<file path="src/hdl/induction_heater_burst_pwm_assert.svh">
// Assertion macros for the induction heater burst PWM block.
// Expects clk_i and rst_ni in the scope of every use.
`ifndef INDUCTION_HEATER_BURST_PWM_ASSERT_SVH
`define INDUCTION_HEATER_BURST_PWM_ASSERT_SVH

// Clocked check, switched off while reset is applied
`define IHBP_ASSERT(lbl, prop, msg) \
  lbl: assert property (@(posedge clk_i) disable iff (!rst_ni) prop) else $error(msg);

// Clocked check that must also hold during reset
`define IHBP_ASSERT_RST(lbl, prop, msg) \
  lbl: assert property (@(posedge clk_i) prop) else $error(msg);

`endif

</file>
<file path="src/hdl/ihbp_pkg.sv">
// Shared types and constants of the induction heater burst PWM block.
// No dependencies; every design module imports this package.
package ihbp_pkg;

  localparam int unsigned COUNT_WIDTH_DEF = 24;

  // Field widths
  localparam int unsigned CMD_W      = 2;
  localparam int unsigned POWER_W    = 17;
  localparam int unsigned TIME_W     = 15;
  localparam int unsigned MULT_W     = 8;
  localparam int unsigned OSC_W      = 16;
  localparam int unsigned CMP_W      = 24;
  localparam int unsigned MINCC_W    = 18;
  localparam int unsigned CFG_IDX_W  = 3;
  localparam int unsigned CFG_DATA_W = 15;

  localparam logic [CMP_W-1:0]   OFF_COMPARE     = 24'hFF_FFFF;
  localparam int unsigned        MIN_OFF_PERIODS = 3;
  localparam logic [POWER_W-1:0] FULL_POWER      = 17'h1_0000;

  // Command codes of an input word
  localparam logic [CMD_W-1:0] CMD_TICK  = 2'd0;
  localparam logic [CMD_W-1:0] CMD_POWER = 2'd1;
  localparam logic [CMD_W-1:0] CMD_CLEAR = 2'd2;

  // Register indexes
  localparam logic [CFG_IDX_W-1:0] CFG_FIRST_ON = 3'd0;
  localparam logic [CFG_IDX_W-1:0] CFG_MAIN_ON  = 3'd1;
  localparam logic [CFG_IDX_W-1:0] CFG_OFF      = 3'd2;
  localparam logic [CFG_IDX_W-1:0] CFG_MULT     = 3'd3;
  localparam logic [CFG_IDX_W-1:0] CFG_SUPPRESS = 3'd4;

  // Register reset values
  localparam logic [TIME_W-1:0] FIRST_ON_RST = 15'd60;
  localparam logic [TIME_W-1:0] MAIN_ON_RST  = 15'd120;
  localparam logic [TIME_W-1:0] OFF_RST      = 15'd600;
  localparam logic [MULT_W-1:0] MULT_RST     = 8'd16;

  localparam int unsigned QUEUE_DEPTH = 2;

  typedef struct packed {
    logic [CMD_W-1:0]   cmd;
    logic [POWER_W-1:0] power;
    logic               overvoltage;
  } in_t;

  typedef struct packed {
    logic             gate;
    logic             faulted;
    logic [CMP_W-1:0] compare_now;
    logic             burst_window;
  } out_t;

  typedef enum logic [1:0] {
    OP_TICK,
    OP_POWER,
    OP_CLEAR,
    OP_NOP
  } op_e;

  typedef struct packed {
    op_e                op;
    logic [POWER_W-1:0] power;
    logic               overvoltage;
  } q_item_t;

  typedef struct packed {
    logic [TIME_W-1:0] first_on;
    logic [TIME_W-1:0] main_on;
    logic [TIME_W-1:0] off;
    logic [MULT_W-1:0] mult;
    logic              fault_suppress;
  } cfg_t;

  typedef struct packed {
    logic [OSC_W-1:0]  osc_period;
    logic [TIME_W-1:0] first_delay;
  } tim_t;

  typedef struct packed {
    logic               start;
    logic [POWER_W-1:0] power;
  } sp_req_t;

  typedef enum logic [1:0] {
    SPK_OFF,
    SPK_FULL,
    SPK_VALUE
  } sp_kind_e;

  typedef struct packed {
    logic             done;
    sp_kind_e         kind;
    logic [CMP_W-1:0] value;
  } sp_res_t;

endpackage

</file>
<file path="src/hdl/induction_heater_burst_pwm.sv">
// Induction heater burst PWM drive. A tick, clear or unused command is stored in
// the queue, taken from it when the back end can go and answered in the registered
// result word. A set-power word holds the back end from its pop until the answer is
// applied (multiply, a bit-serial remainder of COUNT_WIDTH + 1 steps, compare forming,
// apply), and its result word follows the apply. Throughput: one tick per cycle while
// the result word is taken and no set-power word is in work. Reset is asynchronous.
module induction_heater_burst_pwm #(
  parameter int unsigned COUNT_WIDTH = ihbp_pkg::COUNT_WIDTH_DEF
) (
  input  logic                                clk_i,
  input  logic                                rst_ni,
  input  logic                                in_valid_i,
  output logic                                in_stall_o,
  input  ihbp_pkg::in_t                       in_data_i,
  output logic                                out_valid_o,
  input  logic                                out_stall_i,
  output ihbp_pkg::out_t                      out_data_o,
  input  logic                                cfg_valid_i,
  output logic                                cfg_ready_o,
  input  logic [ihbp_pkg::CFG_IDX_W-1:0]      cfg_index_i,
  input  logic [ihbp_pkg::CFG_DATA_W-1:0]     cfg_data_i
);
  import ihbp_pkg::*;

  localparam int unsigned PW = COUNT_WIDTH + 1;
  localparam int unsigned XW = (PW > CMP_W) ? PW : CMP_W;

  cfg_t             cfg_q;
  tim_t             tim;
  logic [OSC_W-1:0] osc_sum;
  logic [MULT_W-1:0] mult_eff;
  logic [CMP_W-1:0] period_prod;
  logic [XW-1:0]    period_lim;
  logic [PW-1:0]    pwm_period;
  q_item_t          q_head;
  logic             q_valid, q_pop;
  sp_req_t          sp_req;
  sp_res_t          sp_res;

  // Register file; writes are always taken
  assign cfg_ready_o = 1'b1;

  always_ff @(posedge clk_i or negedge rst_ni) begin
    if (!rst_ni) begin
      cfg_q.first_on       <= FIRST_ON_RST;
      cfg_q.main_on        <= MAIN_ON_RST;
      cfg_q.off            <= OFF_RST;
      cfg_q.mult           <= MULT_RST;
      cfg_q.fault_suppress <= 1'b0;
    end else if (cfg_valid_i && cfg_ready_o) begin
      unique case (cfg_index_i)
        CFG_FIRST_ON: cfg_q.first_on       <= cfg_data_i[TIME_W-1:0];
        CFG_MAIN_ON:  cfg_q.main_on        <= cfg_data_i[TIME_W-1:0];
        CFG_OFF:      cfg_q.off            <= cfg_data_i[TIME_W-1:0];
        CFG_MULT:     cfg_q.mult           <= cfg_data_i[MULT_W-1:0];
        CFG_SUPPRESS: cfg_q.fault_suppress <= cfg_data_i[0];
        default: ;
      endcase
    end
  end

  // Derive oscillator period, first-pulse delay and clamped PWM period
  assign osc_sum         = OSC_W'(cfg_q.main_on) + OSC_W'(cfg_q.off);
  assign tim.osc_period  = (osc_sum == '0) ? OSC_W'(1) : osc_sum;
  assign tim.first_delay = (cfg_q.main_on >= cfg_q.first_on) ? cfg_q.main_on - cfg_q.first_on
                                                             : '0;
  assign mult_eff        = (cfg_q.mult == '0) ? MULT_W'(1) : cfg_q.mult;
  assign period_prod     = CMP_W'(tim.osc_period) * CMP_W'(mult_eff);
  assign period_lim      = XW'(1) << COUNT_WIDTH;
  assign pwm_period      = (XW'(period_prod) > period_lim) ? PW'(period_lim)
                                                           : PW'(period_prod);

  ihbp_front u_front (
    .clk_i      (clk_i),
    .rst_ni     (rst_ni),
    .in_valid_i (in_valid_i),
    .in_stall_o (in_stall_o),
    .in_data_i  (in_data_i),
    .q_pop_i    (q_pop),
    .q_valid_o  (q_valid),
    .q_head_o   (q_head)
  );

  ihbp_setpow #(
    .COUNT_WIDTH (COUNT_WIDTH)
  ) u_setpow (
    .clk_i        (clk_i),
    .rst_ni       (rst_ni),
    .tim_i        (tim),
    .pwm_period_i (pwm_period),
    .req_i        (sp_req),
    .res_o        (sp_res)
  );

  ihbp_back #(
    .COUNT_WIDTH (COUNT_WIDTH)
  ) u_back (
    .clk_i        (clk_i),
    .rst_ni       (rst_ni),
    .cfg_i        (cfg_q),
    .tim_i        (tim),
    .pwm_period_i (pwm_period),
    .q_valid_i    (q_valid),
    .q_head_i     (q_head),
    .q_pop_o      (q_pop),
    .sp_req_o     (sp_req),
    .sp_res_i     (sp_res),
    .out_valid_o  (out_valid_o),
    .out_stall_i  (out_stall_i),
    .out_data_o   (out_data_o)
  );

endmodule

</file>
<file path="src/hdl/ihbp_front.sv">
// Front end: accepts input words, classifies them and queues them.
// Depends on ihbp_pkg.
module ihbp_front (
  input  logic              clk_i,
  input  logic              rst_ni,
  input  logic              in_valid_i,
  output logic              in_stall_o,
  input  ihbp_pkg::in_t     in_data_i,
  input  logic              q_pop_i,
  output logic              q_valid_o,
  output ihbp_pkg::q_item_t q_head_o
);
  import ihbp_pkg::*;

  localparam int unsigned PtrW = (QUEUE_DEPTH > 1) ? $clog2(QUEUE_DEPTH) : 1;
  localparam int unsigned CntW = $clog2(QUEUE_DEPTH + 1);

  q_item_t          slot_q [QUEUE_DEPTH];
  logic [PtrW-1:0]  wr_ptr_q, wr_ptr_d;
  logic [PtrW-1:0]  rd_ptr_q, rd_ptr_d;
  logic [CntW-1:0]  count_q, count_d;
  q_item_t          item;
  logic             push, pop;

  // Classify the command and clamp the power request to full
  always_comb begin
    item.overvoltage = in_data_i.overvoltage;
    item.power = (in_data_i.power > FULL_POWER) ? FULL_POWER : in_data_i.power;
    unique case (in_data_i.cmd)
      CMD_TICK:  item.op = OP_TICK;
      CMD_POWER: item.op = OP_POWER;
      CMD_CLEAR: item.op = OP_CLEAR;
      default:   item.op = OP_NOP;
    endcase
  end

  assign in_stall_o = (count_q == CntW'(QUEUE_DEPTH));
  assign q_valid_o  = (count_q != '0);
  assign q_head_o   = slot_q[rd_ptr_q];
  assign push       = in_valid_i && !in_stall_o;
  assign pop        = q_pop_i && q_valid_o;

  // Advance pointers and fill count
  always_comb begin
    wr_ptr_d = wr_ptr_q;
    rd_ptr_d = rd_ptr_q;
    count_d  = count_q;
    if (push) begin
      wr_ptr_d = (wr_ptr_q == PtrW'(QUEUE_DEPTH - 1)) ? '0 : wr_ptr_q + 1'b1;
    end
    if (pop) begin
      rd_ptr_d = (rd_ptr_q == PtrW'(QUEUE_DEPTH - 1)) ? '0 : rd_ptr_q + 1'b1;
    end
    if (push && !pop) begin
      count_d = count_q + 1'b1;
    end else if (pop && !push) begin
      count_d = count_q - 1'b1;
    end
  end

  always_ff @(posedge clk_i or negedge rst_ni) begin
    if (!rst_ni) begin
      wr_ptr_q <= '0;
      rd_ptr_q <= '0;
      count_q  <= '0;
    end else begin
      wr_ptr_q <= wr_ptr_d;
      rd_ptr_q <= rd_ptr_d;
      count_q  <= count_d;
    end
  end

  // Store the classified word
  always_ff @(posedge clk_i) begin
    if (push) begin
      slot_q[wr_ptr_q] <= item;
    end
  end

endmodule

</file>
<file path="src/hdl/ihbp_setpow.sv">
// Set-power unit: scales the Q16 request by the PWM period, rounds down to whole
// oscillator periods with a bit-serial remainder and forms the compare value.
// Depends on ihbp_pkg.
module ihbp_setpow #(
  parameter int unsigned COUNT_WIDTH = ihbp_pkg::COUNT_WIDTH_DEF
) (
  input  logic                 clk_i,
  input  logic                 rst_ni,
  input  ihbp_pkg::tim_t       tim_i,
  input  logic [COUNT_WIDTH:0] pwm_period_i,
  input  ihbp_pkg::sp_req_t    req_i,
  output ihbp_pkg::sp_res_t    res_o
);
  import ihbp_pkg::*;

  localparam int unsigned PW   = COUNT_WIDTH + 1;
  localparam int unsigned CntW = $clog2(PW + 1);
  localparam int unsigned CCW  = (PW + 1 > MINCC_W) ? PW + 1 : MINCC_W;
  localparam int unsigned SW   = (CCW > CMP_W) ? CCW : CMP_W;

  typedef enum logic [2:0] {
    SP_IDLE,
    SP_MUL,
    SP_DIV,
    SP_ON,
    SP_FIN
  } state_e;

  state_e               state_q, state_d;
  logic [POWER_W-1:0]   power_q, power_d;
  logic [PW-1:0]        ideal_q, ideal_d;
  logic [PW-1:0]        shf_q, shf_d;
  logic [OSC_W-1:0]     rem_q, rem_d;
  logic [CntW-1:0]      cnt_q, cnt_d;
  logic [PW-1:0]        on_q, on_d;
  sp_res_t              res_q, res_d;

  logic [PW+15:0]       prod;
  logic [PW-1:0]        mul_ideal;
  logic [OSC_W:0]       shl;
  logic                 shl_ge;
  logic [MINCC_W-1:0]   min_cc;
  logic [CCW-1:0]       cc_raw, cc_max;
  logic [SW-1:0]        cc_sw;
  logic [CMP_W-1:0]     cc_sat;

  // Scale: full power gives the period itself
  assign prod      = (PW + 16)'(power_q[15:0]) * (PW + 16)'(pwm_period_i);
  assign mul_ideal = power_q[16] ? pwm_period_i : prod[PW+15:16];

  // One remainder bit a cycle
  assign shl    = {rem_q, shf_q[PW-1]};
  assign shl_ge = (shl >= {1'b0, tim_i.osc_period});

  // Compare value with the minimum off time enforced
  assign min_cc = MINCC_W'(tim_i.osc_period) * MINCC_W'(MIN_OFF_PERIODS)
                + MINCC_W'(tim_i.first_delay);
  assign cc_raw = CCW'(pwm_period_i) - CCW'(on_q) + CCW'(tim_i.first_delay);
  assign cc_max = (cc_raw < CCW'(min_cc)) ? CCW'(min_cc) : cc_raw;
  assign cc_sw  = SW'(cc_max);
  assign cc_sat = (cc_sw > SW'(OFF_COMPARE)) ? OFF_COMPARE : cc_sw[CMP_W-1:0];

  always_comb begin
    state_d    = state_q;
    power_d    = power_q;
    ideal_d    = ideal_q;
    shf_d      = shf_q;
    rem_d      = rem_q;
    cnt_d      = cnt_q;
    on_d       = on_q;
    res_d      = res_q;
    res_d.done = 1'b0;
    unique case (state_q)
      SP_IDLE: begin
        if (req_i.start) begin
          power_d = req_i.power;
          state_d = SP_MUL;
        end
      end
      SP_MUL: begin
        ideal_d = mul_ideal;
        shf_d   = mul_ideal;
        rem_d   = '0;
        cnt_d   = CntW'(PW);
        state_d = SP_DIV;
      end
      SP_DIV: begin
        rem_d = shl_ge ? OSC_W'(shl - {1'b0, tim_i.osc_period}) : shl[OSC_W-1:0];
        shf_d = shf_q << 1;
        cnt_d = cnt_q - 1'b1;
        if (cnt_q == CntW'(1)) begin
          state_d = SP_ON;
        end
      end
      SP_ON: begin
        on_d    = ideal_q - PW'(rem_q);
        state_d = SP_FIN;
      end
      SP_FIN: begin
        res_d.done = 1'b1;
        priority if (on_q == '0) begin
          res_d.kind  = SPK_OFF;
          res_d.value = OFF_COMPARE;
        end else if (on_q == pwm_period_i) begin
          res_d.kind  = SPK_FULL;
          res_d.value = CMP_W'(min_cc);
        end else begin
          res_d.kind  = SPK_VALUE;
          res_d.value = cc_sat;
        end
        state_d = SP_IDLE;
      end
      default: state_d = SP_IDLE;
    endcase
  end

  always_ff @(posedge clk_i or negedge rst_ni) begin
    if (!rst_ni) begin
      state_q <= SP_IDLE;
      power_q <= '0;
      ideal_q <= '0;
      shf_q   <= '0;
      rem_q   <= '0;
      cnt_q   <= '0;
      on_q    <= '0;
      res_q   <= '{done: 1'b0, kind: SPK_OFF, value: OFF_COMPARE};
    end else begin
      state_q <= state_d;
      power_q <= power_d;
      ideal_q <= ideal_d;
      shf_q   <= shf_d;
      rem_q   <= rem_d;
      cnt_q   <= cnt_d;
      on_q    <= on_d;
      res_q   <= res_d;
    end
  end

  assign res_o = res_q;

endmodule

</file>
<file path="src/hdl/ihbp_back.sv">
// Back end: oscillator and PWM counters, compare registers, fault latch and
// the result word register. Depends on ihbp_pkg and the assertion header.
`include "induction_heater_burst_pwm_assert.svh"
module ihbp_back #(
  parameter int unsigned COUNT_WIDTH = ihbp_pkg::COUNT_WIDTH_DEF
) (
  input  logic                 clk_i,
  input  logic                 rst_ni,
  input  ihbp_pkg::cfg_t       cfg_i,
  input  ihbp_pkg::tim_t       tim_i,
  input  logic [COUNT_WIDTH:0] pwm_period_i,
  input  logic                 q_valid_i,
  input  ihbp_pkg::q_item_t    q_head_i,
  output logic                 q_pop_o,
  output ihbp_pkg::sp_req_t    sp_req_o,
  input  ihbp_pkg::sp_res_t    sp_res_i,
  output logic                 out_valid_o,
  input  logic                 out_stall_i,
  output ihbp_pkg::out_t       out_data_o
);
  import ihbp_pkg::*;

  localparam int unsigned PW = COUNT_WIDTH + 1;
  localparam int unsigned XW = (COUNT_WIDTH > CMP_W) ? COUNT_WIDTH : CMP_W;
  localparam int unsigned FW = (PW > CMP_W) ? PW : CMP_W;

  typedef enum logic {
    BK_RUN,
    BK_WAIT
  } state_e;

  state_e                 state_q, state_d;
  logic                   out_valid_q, out_valid_d;
  logic [OSC_W-1:0]       osc_count_q, osc_count_d;
  logic [COUNT_WIDTH-1:0] pwm_count_q, pwm_count_d;
  logic [CMP_W-1:0]       cmp_act_q, cmp_act_d;
  logic [CMP_W-1:0]       cmp_buf_q, cmp_buf_d;
  logic                   fault_q, fault_d;

  logic                   can_go;
  logic [OSC_W:0]         osc_inc;
  logic [PW-1:0]          pwm_inc;
  logic                   window;

  assign can_go  = (state_q == BK_RUN) && q_valid_i && (!out_valid_q || !out_stall_i);
  assign osc_inc = {1'b0, osc_count_q} + 1'b1;
  assign pwm_inc = {1'b0, pwm_count_q} + 1'b1;

  always_comb begin
    state_d        = state_q;
    out_valid_d    = out_valid_q;
    osc_count_d    = osc_count_q;
    pwm_count_d    = pwm_count_q;
    cmp_act_d      = cmp_act_q;
    cmp_buf_d      = cmp_buf_q;
    fault_d        = fault_q;
    q_pop_o        = 1'b0;
    sp_req_o.start = 1'b0;
    sp_req_o.power = q_head_i.power;
    // Drop the result word once taken
    if (out_valid_q && !out_stall_i) begin
      out_valid_d = 1'b0;
    end
    unique case (state_q)
      BK_RUN: begin
        if (can_go) begin
          q_pop_o = 1'b1;
          unique case (q_head_i.op)
            OP_TICK: begin
              if (q_head_i.overvoltage && !cfg_i.fault_suppress) begin
                fault_d = 1'b1;
              end
              osc_count_d = (osc_inc >= {1'b0, tim_i.osc_period}) ? '0
                                                                   : osc_inc[OSC_W-1:0];
              if (pwm_inc >= pwm_period_i) begin
                pwm_count_d = '0;
                cmp_act_d   = cmp_buf_q;
              end else begin
                pwm_count_d = pwm_inc[COUNT_WIDTH-1:0];
              end
              out_valid_d = 1'b1;
            end
            OP_POWER: begin
              sp_req_o.start = 1'b1;
              state_d        = BK_WAIT;
            end
            OP_CLEAR: begin
              fault_d     = 1'b0;
              osc_count_d = '0;
              pwm_count_d = '0;
              cmp_act_d   = OFF_COMPARE;
              cmp_buf_d   = OFF_COMPARE;
              out_valid_d = 1'b1;
            end
            OP_NOP: begin
              out_valid_d = 1'b1;
            end
          endcase
        end
      end
      BK_WAIT: begin
        // Apply the set-power answer
        if (sp_res_i.done) begin
          unique case (sp_res_i.kind)
            SPK_FULL: begin
              if (FW'(cmp_act_q) < FW'(pwm_period_i)) begin
                cmp_buf_d = '0;
              end else begin
                cmp_act_d = sp_res_i.value;
                cmp_buf_d = sp_res_i.value;
              end
            end
            default: begin
              cmp_act_d = sp_res_i.value;
              cmp_buf_d = sp_res_i.value;
            end
          endcase
          out_valid_d = 1'b1;
          state_d     = BK_RUN;
        end
      end
      default: state_d = BK_RUN;
    endcase
  end

  always_ff @(posedge clk_i or negedge rst_ni) begin
    if (!rst_ni) begin
      state_q     <= BK_RUN;
      out_valid_q <= 1'b0;
      osc_count_q <= '0;
      pwm_count_q <= '0;
      cmp_act_q   <= OFF_COMPARE;
      cmp_buf_q   <= OFF_COMPARE;
      fault_q     <= 1'b0;
    end else begin
      state_q     <= state_d;
      out_valid_q <= out_valid_d;
      osc_count_q <= osc_count_d;
      pwm_count_q <= pwm_count_d;
      cmp_act_q   <= cmp_act_d;
      cmp_buf_q   <= cmp_buf_d;
      fault_q     <= fault_d;
    end
  end

  // Result fields follow the state, which holds while the word waits
  assign window                  = (XW'(pwm_count_q) >= XW'(cmp_act_q));
  assign out_valid_o             = out_valid_q;
  assign out_data_o.gate         = !fault_q && (osc_count_q < OSC_W'(cfg_i.main_on))
                                   && window;
  assign out_data_o.faulted      = fault_q;
  assign out_data_o.compare_now  = cmp_act_q;
  assign out_data_o.burst_window = window;

  `IHBP_ASSERT_RST(a_done_in_wait, sp_res_i.done |-> state_q == BK_WAIT, "set-power answer outside wait")
  `IHBP_ASSERT(a_start_frees_out, sp_req_o.start |=> state_q == BK_WAIT && !out_valid_q, "start with word pending")
  `IHBP_ASSERT(a_hold_stalled, out_valid_q && out_stall_i |=> $stable(pwm_count_q) && $stable(osc_count_q) && $stable(cmp_act_q), "state moved under a stalled word")

endmodule
</file>
<file path="config.mk">
export PLATFORM = sky130hd
export DESIGN_NAME = induction_heater_burst_pwm
export DESIGN_NICKNAME = d
export VERILOG_FILES = /design/src/hdl/ihbp_pkg.sv /design/src/hdl/induction_heater_burst_pwm.sv /design/src/hdl/ihbp_front.sv /design/src/hdl/ihbp_setpow.sv /design/src/hdl/ihbp_back.sv
export VERILOG_INCLUDE_DIRS = /design/src /design/src/hdl
export SDC_FILE = /design/constraint.sdc
export NUM_CORES = 2
export LEC_CHECK = 0
export ABC_AREA = 1
export BUFFER_PORTS_ARGS = -buffer_cell sky130_fd_sc_hd__buf_2
export CAP_MARGIN = 0
export CORE_MARGIN = 3
export CORE_UTILIZATION = 34
export CTS_CLUSTER_DIAMETER = 100
export CTS_CLUSTER_SIZE = 14
export DETAILED_ROUTE_END_ITERATION = 7
export SYNTH_ARGS = -nofsm -noshare
export SYNTH_HDL_FRONTEND = slang
export SYNTH_SLANG_ARGS = --single-unit
</file>
<file path="constraint.sdc">
create_clock -name clk_i -period 19.7 [get_ports clk_i]
set_input_delay 2.955 -clock clk_i [delete_from_list [all_inputs] [get_ports clk_i]]
set_output_delay 2.955 -clock clk_i [all_outputs]
set_load 0.1 [all_outputs]
</file>
==> Word-level counts from Yosys, hierarchy flattened <==
Memories as Yosys holds them, arrays and structs flattened.
Index checks and enable logic that the tools add are counted.
{ "totals": {"ff_bits": 292, "mem_bits_rw": 40, "inputBits": 43, "output_inout_bits": 30, "wordCells": 178, "mem_count": 1} }
{ "op_classes": {"addsub": 14, "multipliers": 3, "n_lt_le_gt_ge": 11, "n_eq_ne": 26, "mux": 56, "bitwise_logic": 1, "n_reduce_logical": 41} }
{ "mem_list": {"columns": ["memory", "words", "word_bits", "read_ports", "rd_ports_with_merged_regs", "write_ports", "line_no", "source"], "rows": [
  ["u_front.slot_q", 2, 20, 1, 0, 1, "ihbp_front.sv:18", "q_item_t slot_q [QUEUE_DEPTH];"]
]} }
{ "op_table": {"columns": ["operator", "n"], "rows": [
  ["24-bit two-way mux", 12],
  ["24-bit one-hot mux with 2 select lines", 4],
  ["26-bit two-way mux", 3],
  ["16-bit one-hot mux with 2 select lines", 2],
  ["25-bit two-way mux", 2],
  ["25-bit one-hot mux with 2 select lines", 1],
  ["16-bit two-way mux", 3],
  ["16-bit by 25-bit multiplier with 41-bit output", 1],
  ["17-bit by 16-bit greater-or-equal comparator with 1-bit output", 2],
  ["27-bit two-way mux", 1],
  ["26-bit by 15-bit adder with 26-bit output", 1],
  ["26-bit by 24-bit > comparator with 1-bit output, second input constant", 1],
  ["26-bit by 18-bit < comparator with 1-bit output", 1],
  ["25-bit by 25-bit subtractor with 26-bit output", 1],
  ["24-bit by 1-bit adder with 25-bit output, second input constant", 1],
  ["25-bit == test", 1],
  ["25-bit greater-or-equal comparator", 1],
  ["24-bit by 25-bit > comparator with 1-bit output, second input constant", 1],
  ["25-bit logical NOT", 1],
  ["24-bit by 25-bit < comparator with 1-bit output", 1],
  ["25-bit by 16-bit subtractor with 25-bit output", 1],
  ["24-bit greater-or-equal comparator", 1],
  ["16-bit by 8-bit multiplier with 24-bit output", 1],
  ["18-bit by 15-bit adder with 18-bit output", 1],
  ["other kinds (45)", 107]
]} }

==> Longest topological paths before layout <==
{ "logic_depth": {"word_depth": 15, "ltp_mapped": 63, "mapped_depth_nobuf": 63} }

==> Cells and area by module <==
From an unflattened synthesis, not the netlist that was laid out.
{ "unflattened": {"cells_unflattened": 5958, "hier_area_um2": 43690.7} }
{ "by_module_without_submodules": {"columns": ["module", "n_inst", "cells_per_inst", "area_each_um2"], "rows": [
  ["ihbp_setpow", 1, 3502, 25480.7],
  ["ihbp_back", 1, 1174, 8328.0],
  ["induction_heater_burst_pwm", 1, 1100, 7941.4],
  ["ihbp_front", 1, 182, 1940.6]
]} }

==> Worst setup path before layout <==
No wires, ideal clock.
{ "synth_timing": {"path_kind": "register to register", "from": "reg cfg_q[24] in the netlist's numbering", "to": "reg u_setpow.ideal_q[15]", "setup_time_ns": 0.124, "t_arrival_ns": 10.819, "required_time_ns": 19.576, "path_slack_ns": 8.756, "stages_incl_launch_ff": 60, "n_path_buf": 2, "synth_period_minus_slack_ns": 10.944, "path_cell_list": "dfrtp_1 > ha_1 > inv_1 > fa_1 > buf_2 > nand2_1 > a21oi_1 > nand3_1 > nor2_1 > nand2_1 > nor2_1 > nand2_1 > nor2_2 > nand2_4 > nand2_4 > nand2_1 > fa_1 > fa_1 > [... 24 more ...] > inv_1 > fa_1 > fa_1 > inv_1 > fa_1 > inv_1 > ha_1 > a21oi_1 > inv_1 > a31oi_1 > inv_1 > a221oi_1 > nand2_1 > nand2_1 > nand2_1 > xor2_1 > o21bai_1 > nand2_1"} }
{ "synth_via": {"elab_chain_cells": 8} }
{ "synth_lines": {"columns": ["item", "line_no", "source"], "rows": [
  ["start, declared", "induction_heater_burst_pwm.sv:28", "cfg_t cfg_q;"],
  ["15-bit by 15-bit adder with 16-bit output (*)", "induction_heater_burst_pwm.sv:63", "assign osc_sum = OSC_W'(cfg_q.main_on) + OSC_W'(cfg_q.off);"],
  ["16-bit logical NOT", "induction_heater_burst_pwm.sv:64", "assign tim.osc_period = (osc_sum == '0) ? OSC_W'(1) : osc_sum;"],
  ["16-bit two-way mux (*)", "induction_heater_burst_pwm.sv:64", null],
  ["16-bit by 8-bit multiplier with 24-bit output (*)", "induction_heater_burst_pwm.sv:68", "assign period_prod = CMP_W'(tim.osc_period) * CMP_W'(mult_eff);"],
  ["24-bit by 25-bit > comparator with 1-bit output", "induction_heater_burst_pwm.sv:70", "assign pwm_period = (XW'(period_prod) > period_lim) ? PW'(period_lim)"],
  ["25-bit two-way mux (*)", "induction_heater_burst_pwm.sv:70", null],
  ["16-bit by 25-bit multiplier with 41-bit output", "ihbp_setpow.sv:48", "assign prod = (PW + 16)'(power_q[15:0]) * (PW + 16)'(pwm_period_i);"],
  ["25-bit two-way mux (*)", "ihbp_setpow.sv:49", "assign mul_ideal = power_q[16] ? pwm_period_i : prod[PW+15:16];"],
  ["end signal, assigned", "ihbp_setpow.sv:130", "ideal_q <= ideal_d;"],
  ["end, declared", "ihbp_setpow.sv:31", "logic [PW-1:0] ideal_q, ideal_d;"]
]} }
Mark *: on every way between the ends. The rest lies on a longest branch, timed or not.
A chain may end at the register's enable or synchronous reset.

==> Worst setup path after layout <==
{ "layout_timing": {"from": "reg cfg_q[24] in the netlist's numbering", "to": "reg u_setpow.shf_q[7]"} }
{ "layout_via": {"elab_chain_cells": 9} }
{ "layout_lines": {"columns": ["item", "line_no", "source"], "rows": [
  ["15-bit by 15-bit adder with 16-bit output (*)", "induction_heater_burst_pwm.sv:63", null],
  ["16-bit logical NOT", "induction_heater_burst_pwm.sv:64", null],
  ["16-bit two-way mux (*)", "induction_heater_burst_pwm.sv:64", null],
  ["16-bit by 8-bit multiplier with 24-bit output (*)", "induction_heater_burst_pwm.sv:68", null],
  ["24-bit by 25-bit > comparator with 1-bit output", "induction_heater_burst_pwm.sv:70", null],
  ["25-bit two-way mux (*)", "induction_heater_burst_pwm.sv:70", null],
  ["16-bit by 25-bit multiplier with 41-bit output", "ihbp_setpow.sv:48", null],
  ["25-bit two-way mux (*)", "ihbp_setpow.sv:49", null],
  ["25-bit one-hot mux with 2 select lines (*)", "ihbp_setpow.sv:73", "unique case (state_q)"],
  ["end signal, assigned", "ihbp_setpow.sv:122", "shf_q <= '0;"],
  ["end signal, assigned", "ihbp_setpow.sv:131", "shf_q <= shf_d;"],
  ["end, declared", "ihbp_setpow.sv:32", "logic [PW-1:0] shf_q, shf_d;"]
]} }
Marks and branches as above.

==> results.yml <==
synth:
  synth_warnings: 0
  netlist_area_mm2: 0.04008
  avgSynthCellArea_um2: 7.768
  syn_inst: 5160
  yosysSeqAreaShare_pct: 21.49
  synth.net_count: 6022
  async_flop_share_pct: 87.95
  ys.flop_type: "dfrtp_1"
  synth-seq-cells: 332
  synth-edff-count: 40
  ys_types: 68
global_route:
  antenna_found_initial: 3
  use_met2_pct: 33.43
  grt.busiest_layer: "met2"
  grt_usage_pct: 21.07
  grt_pass1_vias: 34146
  grt_overflow: 0
  grt_max_degree: 136
  grt_pass1_wl_mm: 199.8
  gr-usage-met3_pct: 5.036
  grt_use_met1_pct: 27.96
routing:
  finalWirelength_mm: 127.7
  drt_pass1_iterations: 6
  first_iter_violations: 2775
  drc: 0
  antenna_left: 0
  viasPerCell: 5.108
  num_vias: 34159
  wl_per_cell_um: 19.10
floorplanning:
  io-pin-count: 73
  row_count: 125
  die_h_um: 349.4
  die_w_um: 349.4
  die_area_mm2: 0.1220
  start_util_pct: 34.40
  coreArea_mm2: 0.1165
sta:
  fin_setup_tns_ns: 0
  drv_slew: 0
  fmax_mhz: 74.78
  slew_headroom_pct: 13.66
  fin_skew_ns: 0.05884
  setup-violations-final: 0
  rsz0062_at_grt: "false"
  min_period_ns: 13.37
  worstMarginPinSlew_ns: 1.282
  finalHoldViolCount: 0
  final.period_utilization_pct: 67.88
worst_setup_path:
  startpoint: "cfg_q[24]$_DFFE_PN0P_"
  endpoint_kind: "flop"
  r2r_cells: 58
  cpMostUsedCell: "inv_1"
  critPathKind: "flop to flop"
  slowest_delay_ns: 0.68
  path_max_fanout: 12
  r2r-end: "u_setpow.shf_q[7]$_DFFE_PN0P_"
  reg2reg_from: "cfg_q[24]$_DFFE_PN0P_"
  cp_slowest_cell: "xor2_2"
  worst_ep_required_time_ns: 20.17
  cp.arrival_ns: 13.84
  start_kind: "flop"
  endpoint: "u_setpow.shf_q[7]$_DFFE_PN0P_"
  rrSetupSlack_ns: 6.33
clock_network:
  cts_buffer_depth: 3
  root_buffer: "clkbuf_16"
  htreeDepth: 1
  cts_tree: "done"
  cts_hold_buf: 0
  clock_latency_ns: 0.67
  ctsResizeCount: 0
  cts_made_buffers: 30
  cts_setup_buffers: 0
  cts_sinks: 332
  clk_pin_slew_worst_paths_ns: 0.08
placement:
  hpwl_mm: 101.9
  gp_congestion: 0.9382
  placed_cell_area_mm2: 0.04203
  port_buffers: 71
hold_path:
  min-delay-path-class: "flop to flop"
  hold_depth: 2
finish:
  fillers: 12112
  areaGrowthSynthToFinish_pct: 7.089
  drive_above_1_share_pct: 6.199
  final_area_mm2: 0.04292
  finish.utilization_pct: 36.84
  nets: 6006
status:
  outcome: "completed"
run:
  max-cap-violations: 0
routing by layer:
metal | up-vias | share of wire, %
li1 | 16199 | -
met4 | 2 | 4.0
met1 | 16617 | 43
met3 | 191 | 8.7
met5 | - | 0.063
met2 | 1150 | 45
sequential cells by signal (all words and copies together) (netlist names), 5 cells and up:
signal              flops
u_front.slot_q         40
u_setpow.rem_q         16
u_back.cmp_act_q       24
u_setpow.power_q       17
u_setpow.shf_q         25
u_setpow.ideal_q       25
u_setpow.cnt_q          5
u_setpow.res_o         27
cfg_q                  54
u_back.cmp_buf_q       24
u_setpow.on_q          25
u_back.osc_count_q     16
u_back.pwm_count_q     24
layout make-up:
cell class	instances	area (µm²)	area share, %
inverters	1035	3885	9.051
clock buffers	43	809.5	1.886
repair buffers	108	655.6	1.527
well taps	1524	1907	4.442
diodes	1	2.502	0.005830
flip-flops and latches	332	8615	20.07
multi-input cells	3637	26960	62.82
clock inverters	7	85.08	0.1982
per-stage QoR:
step                      setup WS, ns  cells  hold WS [ns]
after detailed placement         6.572   6636        0.4564
final                            6.328   6687        0.4685
after floorplan                  8.756   5160        0.4429
after global placement           6.901   6636        0.4562
after CTS                        6.579   6686        0.4690
after global routing             5.581   6686        0.4869
critical path, delay by kind of cell (launching register included):
family,cells,cell delay [ns]
flops,1,0.39
xor+xnor,2,0.85
simple gates,18,2.66
fa+ha+maj,14,6.06
compound gates,9,1.88
buf+inv,15,1.30
cell usage in the layout (no fill, tap or decap), types with 10 or more instances in the layout:
cell type / count
buf_2: 70
dfrtp_1: 207
inv_1: 1011
xnor2_1: 34
buf_4: 36
nand4_1: 53
nor3_1: 44
o21bai_1: 10
o211ai_1: 32
nand2_1: 1075
fa_1: 424
ha_1: 395
o22ai_1: 68
nand3_1: 184
clkbuf_16: 30
o21a_1: 17
o21ai_0: 240
nor2_1: 479
a211oi_1: 16
o21ai_1: 25
edfxtp_1: 40
nor4_1: 23
nand2_2: 22
dfstp_2: 85
clkinv_1: 16
a21oi_1: 269
a31oi_1: 12
clkbuf_1: 12
xor2_1: 90
how the worst min path moves through the flow:
stage / to / slack, ns / startpoint
3_3_place_gp: u_setpow.res_o[2]$_DFFE_PN1P_ / 0.46 / u_setpow.res_o[2]$_DFFE_PN1P_
5_1_grt: u_setpow.res_o[15]$_DFFE_PN1P_ / 0.49 / u_setpow.res_o[15]$_DFFE_PN1P_
3_5_place_dp: u_setpow.res_o[2]$_DFFE_PN1P_ / 0.46 / u_setpow.res_o[2]$_DFFE_PN1P_
2_1_floorplan: u_setpow.cnt_q[4]$_DFFE_PN0P_ / 0.44 / u_setpow.cnt_q[4]$_DFFE_PN0P_
4_1_cts: u_setpow.res_o[2]$_DFFE_PN1P_ / 0.47 / u_setpow.res_o[2]$_DFFE_PN1P_
6_report: u_setpow.res_o[5]$_DFFE_PN1P_ / 0.47 / u_setpow.res_o[5]$_DFFE_PN1P_
synthesized netlist by cell type, types with 12 or more instances:
master,instances,area share [%]
inv_1,1011,9.5
o21ai_0,240,3.0
o22ai_1,68,1.1
nor3_1,46,0.57
nand3_1,184,2.3
a31oi_1,12,0.19
dfstp_2,85,5.6
ha_1,395,12
fa_1,424,21
xor2_1,90,2.0
xnor2_1,34,0.74
dfrtp_1,207,13
edfxtp_1,40,3.0
a21oi_1,269,3.4
buf_2,12,0.15
o211ai_1,32,0.60
clkbuf_1,126,1.2
o21a_1,17,0.32
o21ai_1,25,0.31
nor2_1,482,4.5
nand2_1,1075,10
nand4_1,53,0.83
nor4_1,24,0.37
nand2_2,22,0.34
a211oi_1,16,0.30
clkinv_1,16,0.15
cells by family after synthesis:
logic type | Yosys count | share of synthesized area (%)
adders and majority gates | 819 | 33.51
AOI/OAI and AO/OA | 747 | 10.64
other | 1 | 0.009356
DFF | 332 | 21.49
muxes | 1 | 0.02497
buffers and inverters | 1191 | 11.32
and+or+nand+nor | 1943 | 20.22
xor gates and xnor gates | 126 | 2.791
Power is not shown: default switching activity piles up to over one toggle a cycle in this logic, so the estimate is an artifact.
